$ cat config.mk
export PLATFORM = sky130hd
export DESIGN_NAME = sorted_multimap_table
export DESIGN_NICKNAME = d
export VERILOG_FILES = /design/src/hw/rtl/smt_pkg.sv /design/src/hw/rtl/sorted_multimap_table.sv
export SDC_FILE = /design/constraint.sdc
export NUM_CORES = 2
export LEC_CHECK = 0
export ABC_AREA = 0
export BUFFER_PORTS_ARGS = -buffer_cell sky130_fd_sc_hd__buf_2
export CAP_MARGIN = 20
export CORE_ASPECT_RATIO = 0.5
export CORE_MARGIN = 10
export CORE_UTILIZATION = 30
export DETAILED_ROUTE_END_ITERATION = 12
export SETUP_SLACK_MARGIN = 0.05
export SLEW_MARGIN = 20
export SYNTH_ARGS = -nofsm -noshare
export SYNTH_HDL_FRONTEND = slang
export SYNTH_SLANG_ARGS = --single-unit
export TNS_END_PERCENT = 1
$ cat constraint.sdc
create_clock -name clk -period 14.3 [get_ports clk]
set_clock_uncertainty 0.05 [all_clocks]
set_input_delay 0.715 -clock clk [delete_from_list [all_inputs] [get_ports clk]]
set_output_delay 0.715 -clock clk [all_outputs]
set_load 0.1 [all_outputs]
$ cat src/hw/rtl/smt_pkg.sv
// Shared types and constants for the sorted multimap table.
package smt_pkg;

	localparam int DEPTH       = 32;
	localparam int KEY_WIDTH   = 32;
	localparam int VALUE_WIDTH = 32;
	localparam int RES_LIMIT   = 32;

	localparam int AW    = (DEPTH > 1) ? $clog2(DEPTH) : 1;
	localparam int CW    = $clog2(DEPTH + 1);
	localparam int POS_W = 6;

	typedef enum logic [2:0] {
		KIND_INSERT = 3'd0,
		KIND_FIND   = 3'd1,
		KIND_RANGE  = 3'd2,
		KIND_READ   = 3'd3,
		KIND_CLEAR  = 3'd4
	} kind_t;

	typedef enum logic [1:0] {
		ST_OK        = 2'd0,
		ST_NOT_FOUND = 2'd1,
		ST_FULL      = 2'd2,
		ST_PAST_END  = 2'd3
	} status_t;

endpackage

$ cat src/hw/rtl/sorted_multimap_table.sv
// Sorted key/value table with insert, find, equal range, positional read and clear.
//
// Input channel (in_valid / in_stall) carries one operation per item: kind, key,
// value and position. Output channel (out_valid / out_stall) carries result items:
// status, lower and upper bound, entry key/value, entry count and a last mark.
// Entries sit in one synchronous memory with one read and one write port (registered read).
// One item is worked on at a time; in_stall is high while an item is in flight.
// Insert, find and equal range first scan the table one entry per cycle to
// count the lower and upper bound. Insert then moves the entries at and
// above the lower bound up, each read in S_SHIFT_RD and written in S_SHIFT_WR,
// and writes the new entry in S_INS_WR. Find and positional read add a memory
// read through S_READ and S_FETCH; equal range emits one result per match, each
// read the same way once the previous one is taken. Clear and unknown kinds
// answer straight from the accept. After reset the table is empty and no result
// is pending; the memory contents need no clearing. A stalled result holds in
// the output register until taken, and no new item is accepted meanwhile.
module sorted_multimap_table (
	input  logic                                 clk,
	input  logic                                 arst_n,
	input  logic                                 in_valid,
	output logic                                 in_stall,
	input  logic [2:0]                           kind,
	input  logic signed [31:0]                   key,
	input  logic [31:0]                          value,
	input  logic [4:0]                           position,
	output logic                                 out_valid,
	input  logic                                 out_stall,
	output logic [1:0]                           status,
	output logic [smt_pkg::POS_W-1:0]            lower_pos,
	output logic [smt_pkg::POS_W-1:0]            upper_pos,
	output logic signed [31:0]                   entry_key,
	output logic [31:0]                          entry_value,
	output logic [smt_pkg::POS_W-1:0]            entry_count,
	output logic                                 last
);

	localparam int AW = smt_pkg::AW;
	localparam int CW = smt_pkg::CW;
	localparam int KW = smt_pkg::KEY_WIDTH;
	localparam int VW = smt_pkg::VALUE_WIDTH;
	localparam int PW = smt_pkg::POS_W;
	localparam int DEPTH_C     = smt_pkg::DEPTH;
	localparam int RES_LIMIT_C = smt_pkg::RES_LIMIT;

	typedef enum logic [3:0] {
		S_IDLE, S_SCAN, S_POST, S_SHIFT_RD, S_SHIFT_WR, S_INS_WR, S_READ, S_FETCH, S_OUT
	} state_t;

	state_t                  state_q;
	logic [2:0]              kind_q;
	logic signed [KW-1:0]    key_q;
	logic [VW-1:0]           value_q;
	logic [CW-1:0]           fill_q;
	logic [CW-1:0]           idx_q;
	logic [CW-1:0]           end_q;
	logic [CW-1:0]           lo_q;
	logic [CW-1:0]           hi_q;
	logic [CW-1:0]           sh_q;
	logic                    rv_s1;

	logic                    out_valid_q;
	logic [1:0]              status_q;
	logic [PW-1:0]           lower_q;
	logic [PW-1:0]           upper_q;
	logic signed [31:0]      ekey_q;
	logic [31:0]             evalue_q;
	logic [PW-1:0]           count_q;
	logic                    last_q;

	// entry memory
	logic [KW+VW-1:0]        mem [DEPTH_C];
	logic [KW+VW-1:0]        rd_q;
	logic [AW-1:0]           raddr;
	logic                    we;
	logic [AW-1:0]           waddr;
	logic [KW+VW-1:0]        wdata;

	logic signed [KW-1:0]    rd_key;
	logic [VW-1:0]           rd_value;
	logic [CW-1:0]           span;
	logic [CW-1:0]           pos_ext;

	assign rd_key   = rd_q[KW+VW-1:VW];
	assign rd_value = rd_q[VW-1:0];
	assign span     = hi_q - lo_q;
	assign pos_ext  = CW'(position);

	// pick memory addresses for the current step
	always_comb begin
		raddr = idx_q[AW-1:0];
		we    = 1'b0;
		waddr = sh_q[AW-1:0];
		wdata = rd_q;
		unique case (state_q)
			S_SHIFT_RD: raddr = AW'(sh_q - CW'(1));
			S_SHIFT_WR: begin
				we = 1'b1;
			end
			S_INS_WR: begin
				we    = 1'b1;
				waddr = lo_q[AW-1:0];
				wdata = {key_q, value_q};
			end
			default: ;
		endcase
	end

	always_ff @(posedge clk) begin
		if (we) begin
			mem[waddr] <= wdata;
		end
		rd_q <= mem[raddr];
	end

	// control and output register
	always_ff @(posedge clk or negedge arst_n) begin
		if (!arst_n) begin
			state_q     <= S_IDLE;
			fill_q      <= '0;
			rv_s1       <= 1'b0;
			out_valid_q <= 1'b0;
			kind_q      <= '0;
			key_q       <= '0;
			value_q     <= '0;
			idx_q       <= '0;
			end_q       <= '0;
			lo_q        <= '0;
			hi_q        <= '0;
			sh_q        <= '0;
			status_q    <= '0;
			lower_q     <= '0;
			upper_q     <= '0;
			ekey_q      <= '0;
			evalue_q    <= '0;
			count_q     <= '0;
			last_q      <= 1'b0;
		end else begin
			unique case (state_q)
				S_IDLE: begin
					if (in_valid) begin
						kind_q  <= kind;
						key_q   <= key[KW-1:0];
						value_q <= value[VW-1:0];
						idx_q   <= '0;
						lo_q    <= '0;
						hi_q    <= '0;
						rv_s1   <= 1'b0;
						status_q <= smt_pkg::ST_OK;
						lower_q  <= '0;
						upper_q  <= '0;
						ekey_q   <= '0;
						evalue_q <= '0;
						count_q  <= PW'(fill_q);
						last_q   <= 1'b1;
						case (kind)
							smt_pkg::KIND_INSERT, smt_pkg::KIND_FIND,
							smt_pkg::KIND_RANGE: state_q <= S_SCAN;
							smt_pkg::KIND_READ: begin
								if (pos_ext < fill_q && pos_ext < CW'(DEPTH_C)) begin
									idx_q   <= pos_ext;
									end_q   <= pos_ext + CW'(1);
									state_q <= S_READ;
								end else begin
									status_q    <= smt_pkg::ST_PAST_END;
									out_valid_q <= 1'b1;
									state_q     <= S_OUT;
								end
							end
							smt_pkg::KIND_CLEAR: begin
								fill_q      <= '0;
								count_q     <= '0;
								out_valid_q <= 1'b1;
								state_q     <= S_OUT;
							end
							default: begin
								out_valid_q <= 1'b1;
								state_q     <= S_OUT;
							end
						endcase
					end
				end
				S_SCAN: begin
					// count entries below and not above the key
					if (rv_s1) begin
						if (rd_key < key_q) lo_q <= lo_q + CW'(1);
						if (rd_key <= key_q) hi_q <= hi_q + CW'(1);
					end
					if (idx_q < fill_q) begin
						idx_q <= idx_q + CW'(1);
						rv_s1 <= 1'b1;
					end else begin
						rv_s1 <= 1'b0;
						if (!rv_s1) state_q <= S_POST;
					end
				end
				S_POST: begin
					lower_q <= PW'(lo_q);
					upper_q <= PW'(hi_q);
					if (kind_q == smt_pkg::KIND_INSERT) begin
						if (fill_q == CW'(DEPTH_C)) begin
							status_q    <= smt_pkg::ST_FULL;
							out_valid_q <= 1'b1;
							state_q     <= S_OUT;
						end else begin
							sh_q    <= fill_q;
							state_q <= (fill_q == lo_q) ? S_INS_WR : S_SHIFT_RD;
						end
					end else if (lo_q < hi_q) begin
						idx_q   <= lo_q;
						state_q <= S_READ;
						if (kind_q == smt_pkg::KIND_FIND) begin
							end_q <= lo_q + CW'(1);
						end else if (span > CW'(RES_LIMIT_C)) begin
							end_q <= lo_q + CW'(RES_LIMIT_C);
						end else begin
							end_q <= hi_q;
						end
					end else begin
						status_q    <= smt_pkg::ST_NOT_FOUND;
						out_valid_q <= 1'b1;
						state_q     <= S_OUT;
					end
				end
				S_SHIFT_RD: state_q <= S_SHIFT_WR;
				S_SHIFT_WR: begin
					// move one entry up, advance downwards
					sh_q    <= sh_q - CW'(1);
					state_q <= (sh_q - CW'(1) == lo_q) ? S_INS_WR : S_SHIFT_RD;
				end
				S_INS_WR: begin
					fill_q      <= fill_q + CW'(1);
					upper_q     <= PW'(hi_q + CW'(1));
					ekey_q      <= 32'(key_q);
					evalue_q    <= 32'(value_q);
					count_q     <= PW'(fill_q + CW'(1));
					out_valid_q <= 1'b1;
					state_q     <= S_OUT;
				end
				S_READ: state_q <= S_FETCH;
				S_FETCH: begin
					status_q    <= smt_pkg::ST_OK;
					ekey_q      <= 32'(rd_key);
					evalue_q    <= 32'(rd_value);
					last_q      <= (idx_q + CW'(1) == end_q);
					out_valid_q <= 1'b1;
					state_q     <= S_OUT;
				end
				S_OUT: begin
					// hold until the item is taken
					if (!out_stall) begin
						out_valid_q <= 1'b0;
						if (last_q) begin
							state_q <= S_IDLE;
						end else begin
							idx_q   <= idx_q + CW'(1);
							state_q <= S_READ;
						end
					end
				end
				default: state_q <= S_IDLE;
			endcase
		end
	end

	assign in_stall    = (state_q != S_IDLE);
	assign out_valid   = out_valid_q;
	assign status      = status_q;
	assign lower_pos   = lower_q;
	assign upper_pos   = upper_q;
	assign entry_key   = ekey_q;
	assign entry_value = evalue_q;
	assign entry_count = count_q;
	assign last        = last_q;

endmodule

# Yosys cells after proc, flatten, opt, wreduce, memory -nomap -nowiden

Memories as Yosys holds them, arrays and structs flattened. A register that Yosys moved wholly into a read port is not among the register bits.
Index checks and enable logic that the tools add are counted.

Register bits: 188
Bits in writable memories: 2048
Input port bits: 76
Output and inout port bits: 87
Logic and storage cells: 178
Memories: 1

Add/subtract/negate cells: 8
Order comparisons: 7
Eq/ne operators: 37
Mux-type cells: 74
Reduce and logical (&&, ||, !) cells: 33

Memories:

| name | words | width | read ports | clocked after memory_dff | write ports | RTL line                    | RTL |
|---|---|---|---|---|---|---|---|
| mem  | 32    | 64    | 1          | 1                        | 1           | sorted_multimap_table.sv:71 | `logic [KW+VW-1:0] mem [DEPTH_C];` |

Operator list:

| operator                                      | count |
|---|---|
| one-hot mux 32 bit (3 select lines)           | 2 |
| 2-to-1 mux 6 bit                              | 22 |
| one-hot mux 6 bit (2 select lines)            | 6 |
| 2-to-1 mux 64 bit                             | 1 |
| <= comparator 32 bit                          | 1 |
| less-than comparator 32 bit                   | 1 |
| 2-to-1 mux 32 bit                             | 1 |
| 2-to-1 mux 4 bit                              | 8 |
| one-hot mux 4 bit (8 select lines)            | 1 |
| inequality test 2 bit, second input constant  | 15 |
| adder 6 x 1 -> 6 bit, second input constant   | 4 |
| one-hot mux 6 bit (4 select lines)            | 1 |
| 2-to-1 mux 5 bit                              | 4 |
| == test 6 bit                                 | 3 |
| one-hot mux 6 bit (3 select lines)            | 1 |
| == test 4 x 3 -> 1 bit, second input constant | 4 |
| AND reduction 4 bit                           | 4 |
| AND reduction 7 bit                           | 2 |
| less-than comparator 6 bit                    | 2 |
| 2-to-1 mux 1 bit                              | 12 |
| 2-to-1 mux 2 bit                              | 6 |
| AND reduction 2 bit                           | 6 |
| nonzero test 4 bit                            | 3 |
| nonzero test 2 bit                            | 5 |
| 30 further kinds                              | 44 |

# Longest topological paths before layout

Depth after elaboration: 7
Mapped depth: 12
Gate-level depth less buffers: 10

# Least setup slack after synthesis

No wires, ideal clock.

Path type: register -> register
From: register state_q[2]
To: memory mem[16][0] in the netlist's numbering (enable)
Library setup time: 0.487 ns
Data arrival time: 4.626 ns
Data required time: 13.763 ns
Slack: 9.138 ns
Stages on the path, launching flop included: 9
Buffers on the path: 2
Period minus slack after synthesis: 5.162 ns
Cell sequence: dfrtp_1 -> clkbuf_1 -> nor2b_1 -> nand2_1 -> nor2_1 -> clkbuf_1 -> mux2i_1 -> nand2_1 -> nor2_1

Longest elaborated chain between the ends: 5
Elaborated cells between the ends (all ways): 7
Classes of those cells: eq/ne: 2; mux: 4; reduce/logical: 1

RTL lines:

| what                                   | RTL line                     | RTL |
|---|---|---|
| from (decl)                            | sorted_multimap_table.sv:49  | `state_t state_q;` |
| from (signal assigned)                 | sorted_multimap_table.sv:206 | `state_q <= (fill_q == lo_q) ? S_INS_WR : S_SHIFT_RD;` |
| from (signal assigned)                 | sorted_multimap_table.sv:228 | `state_q <= (sh_q - CW'(1) == lo_q) ? S_INS_WR : S_SHIFT_RD;` |
| == test 4 x 3 -> 1 bit                 | sorted_multimap_table.sv:94  | `unique case (state_q)` |
| OR reduction 2 bit (no source line)    | n/a                          |  |
| 2-to-1 mux 1 bit                       | sorted_multimap_table.sv:94  |  |
| 2-to-1 mux 1 bit                       | sorted_multimap_table.sv:109 | `if (we) begin` |
| 2-to-1 mux 1 bit (not written as such) | sorted_multimap_table.sv:110 | `mem[waddr] <= wdata;` |
| to (decl)                              | sorted_multimap_table.sv:71  |  |

Parallel ways exist; a longest one is shown, timed or not.

# Worst setup path in the final report

From: register state_q[1]
To: register rd_q[12], read port of mem

Longest elaborated chain between the ends: 2

RTL lines:

| what                   | RTL line                    | RTL |
|---|---|---|
| == test 4 x 2 -> 1 bit | sorted_multimap_table.sv:94 |  |
| 2-to-1 mux 5 bit       | sorted_multimap_table.sv:94 |  |
| to (decl)              | sorted_multimap_table.sv:72 | `logic [KW+VW-1:0] rd_q;` |

No other way between the ends.
A chain may end at the register's enable or synchronous reset.

==> results.yml <==
outcome:
  outcome: "complete, no violations"
sta:
  final_max_slew_viol_count: 0
  rsz0062_at_grt: "no"
  setup_viol_count_final: 0
  fmax_ghz: 0.170
  fin_setup_tns_ps: 0
  fin_crit_sh: 0.412
  slew_headroom: 0.207
  worst-slew-pin-transition_ps: 1190
  hold_ws_ps: 55.4
  hold_viol: 0
  period_needed_ps: 5890
cells_and_area:
  fillers: 28000
  drive_gt1_frac: 0.223
  fin_util: 0.348
  syn_to_final_growth_pct: 15.4
  stdcell_count: 9436
  regArea_um2: 67500
  final_nets: 5343
  multiInputGateArea_um2: 21900
global_route:
  grt_pass1_vias: 48300
  grt_usage: 0.143
  grt_first_pass_wirelength_mm: 348
  grt.overflow.total: 0
  antenna_found_initial: 2
  grt_max_degree: 151
cts:
  post-cts-setup-buffer-count: 0
  htree_num_levels: 4
  cts.sinks: 2300
  root_buffer: "clkbuf_16"
  cts_buffer_depth: 3
  cts_tree: "built"
  cts.clk_slew.worst_paths_ps: 70
  clk_latency_ps: 860
  numCtsBuffers: 217
floorplan:
  core_um2: 300000
  die-area_um2: 325000
  die_width_um: 796
  rows: 142
  die_h_um: 408
  ioPinCount: 163
  initial_core_util: 0.302
placed_design:
  port_buffers: 162
  place_inst: 8963
  hpwl_mm: 127
  routabilityCongestion: 0.786
logic_synthesis:
  synth.distinct_cells: 67
  synth_flop_cell: "edfxtp_1"
  synth_nets: 5038
  synth_cells: 4907
  syn-cell-area_um2: 90400
  ys.warnings.count: 0
  yosysSeqAreaShare: 0.746
  avgSynthCellArea_um2: 18.4
  async_flop_share: 0.0817
  synth_seq_cells: 2300
  synth_edf_count: 2048
setup_path:
  critical_path_class: "reg -> reg"
  slowest_delay_ps: 910
  cp_common_cell: "buf_4"
  cp.required_ps: 15000
  startpoint_type: "flip-flop"
  crit_fanout: 49
  crit_chain: "nand4bb_1 -> mux2i_4 -> buf_4 -> buf_4 -> buf_4 -> buf_4 -> mux4_2 -> mux2i_1 -> a32oi_1 -> and3_1"
  cpMaxStageDelayCell: "dfrtp_4"
  cp.arrival_ps: 6580
  cp-end-kind: "flip-flop"
routing:
  drt_drc_violations_left: 0
  routed_wl_mm: 240
  drt-initial-drc-count: 5399
  wire_per_inst_um: 25.4
  ant_nets: 0
  vias: 48000
  first_pass_iters: 5
  viasPerCell: 5.08
flow_run:
  max_cap_violations: 0
power_and_ir_drop:
  peakVddDrop_uv: 255
  p_leak_nw: 35.0
  cellPowerDensity_nw_per_um2: 204
worst_hold_path:
  hp-class: "in -> reg"
==> through the flow <==
step,total power [W],cell area (um^2),worst slack (ps)
after global placement,0.0156,96500,8260
after detailed placement,0.0157,96500,8250
after floorplan,0.0135,90400,9140
final,0.0213,104000,8410
after CTS,0.0214,104000,8190
after global routing,0.0222,104000,7870
==> power by group <==
group / internal [W] / switching, W
sequential: 0.00871 / 0.000376
combinational: 0.00216 / 0.00430
clock: 0.00322 / 0.00255
total: 0.0141 / 0.00723
==> path summary, 6_finish.rpt <==
check,endpoint,cells after the start,slack (ps),start
hold reg to reg,lower_pos[1],2,430,lower_pos[1]
setup / recovery,rd_q[12],10,8410,state_q[1]
max in group asynchronous,entry_value[12],3,12460,arst_n
min in group asynchronous,kind_q[0],2,410,arst_n
hold / removal,value_q[17],3,60,value[17]
setup reg to reg,rd_q[12],10,8410,state_q[1]
==> layout make-up <==
type,count,area share
antenna,2,0.0000480
tap,4032,0.0483
inverter,58,0.00209
clock buffer,309,0.0577
multi-input combinational,2278,0.210
sequential,2300,0.647
clock inverter,100,0.0107
timing repair buffer,357,0.0246
==> per-layer routing <==
layer / vias up / track usage / wire, um
li1: 20100 / - / -
met1: 25700 / 0.194 / 100000
met2: 1765 / 0.239 / 116000
met3: 356 / 0.0205 / 15800
met4: 0 / 0.0439 / 7610
met5: - / 0 / 0
==> registers in the layout, indices dropped and copies added, names as in the netlist, 32 cells and up <==
register	flops
value_q	32
entry_value	32
entry_key	32
mem	2048
rd_q	64
key_q	32
==> cells in the mapped netlist (18+ instances only) <==
| cell type | count | share of area |
|---|---|---|
| inv_1 | 57 | 0.0024 |
| o21ai_0 | 160 | 0.0089 |
| nand2_1 | 712 | 0.030 |
| edfxtp_1 | 2048 | 0.68 |
| nand3_1 | 217 | 0.012 |
| mux4_2 | 510 | 0.13 |
| mux2i_1 | 137 | 0.015 |
| and3_1 | 71 | 0.0049 |
| buf_1 | 18 | 0.00075 |
| buf_4 | 35 | 0.0029 |
| nor2_1 | 90 | 0.0037 |
| xnor2_1 | 21 | 0.0020 |
| clkbuf_1 | 129 | 0.0054 |
| ha_1 | 54 | 0.0075 |
| buf_2 | 87 | 0.0048 |
| dfxtp_1 | 64 | 0.014 |
| dfrtp_1 | 188 | 0.052 |
| a21oi_1 | 24 | 0.0013 |
| a32oi_1 | 64 | 0.0062 |
==> placed cells by master, fill, tap and decap left out, types with 21 or more instances in the layout <==
| cell type | n |
|---|---|
| edfxtp_1 | 2048 |
| nand2_1 | 703 |
| mux4_2 | 510 |
| clkbuf_16 | 218 |
| nand3_1 | 217 |
| dfrtp_1 | 187 |
| buf_2 | 161 |
| mux2i_1 | 136 |
| o21ai_0 | 128 |
| buf_4 | 125 |
| and3_1 | 71 |
| clkbuf_1 | 69 |
| a32oi_1 | 64 |
| dfxtp_1 | 64 |
| inv_1 | 57 |
| dlygate4sd3_1 | 57 |
| ha_1 | 54 |
| nor2_1 | 53 |
| clkinv_2 | 42 |
| nor2_4 | 37 |
| clkinv_1 | 25 |
| o21ai_1 | 23 |
| a21oi_1 | 23 |
| clkbuf_8 | 22 |
| xnor2_1 | 21 |
==> worst max-delay path, delay by kind of cell, from the launching register on <==
kind | cells | cell delay [ps]
buffers and inverters | 4 | 2960
muxes | 3 | 960
DFF | 1 | 910
and+or+nand+nor | 2 | 600
AOI/OAI and AO/OA | 1 | 120
==> logic make-up (layout without fill, tap and decap cells) <==
group,Yosys count,in the layout,share of synthesized area
buf+inv,329,824,0.0165
compound gates,362,362,0.0267
other cells,0,2,0
fa+ha+maj,55,55,0.00769
simple gates,1166,1166,0.0557
mux,659,659,0.144
xor+xnor,36,36,0.00349
flops,2300,2300,0.746
==> timing repair <==
action	4_1_cts	5_1_grt
endpoints found under the hold margin	130	0
hold buffers	57	0
resized for setup	0	0
No activity file was read; power rests on OpenSTA's default activity.
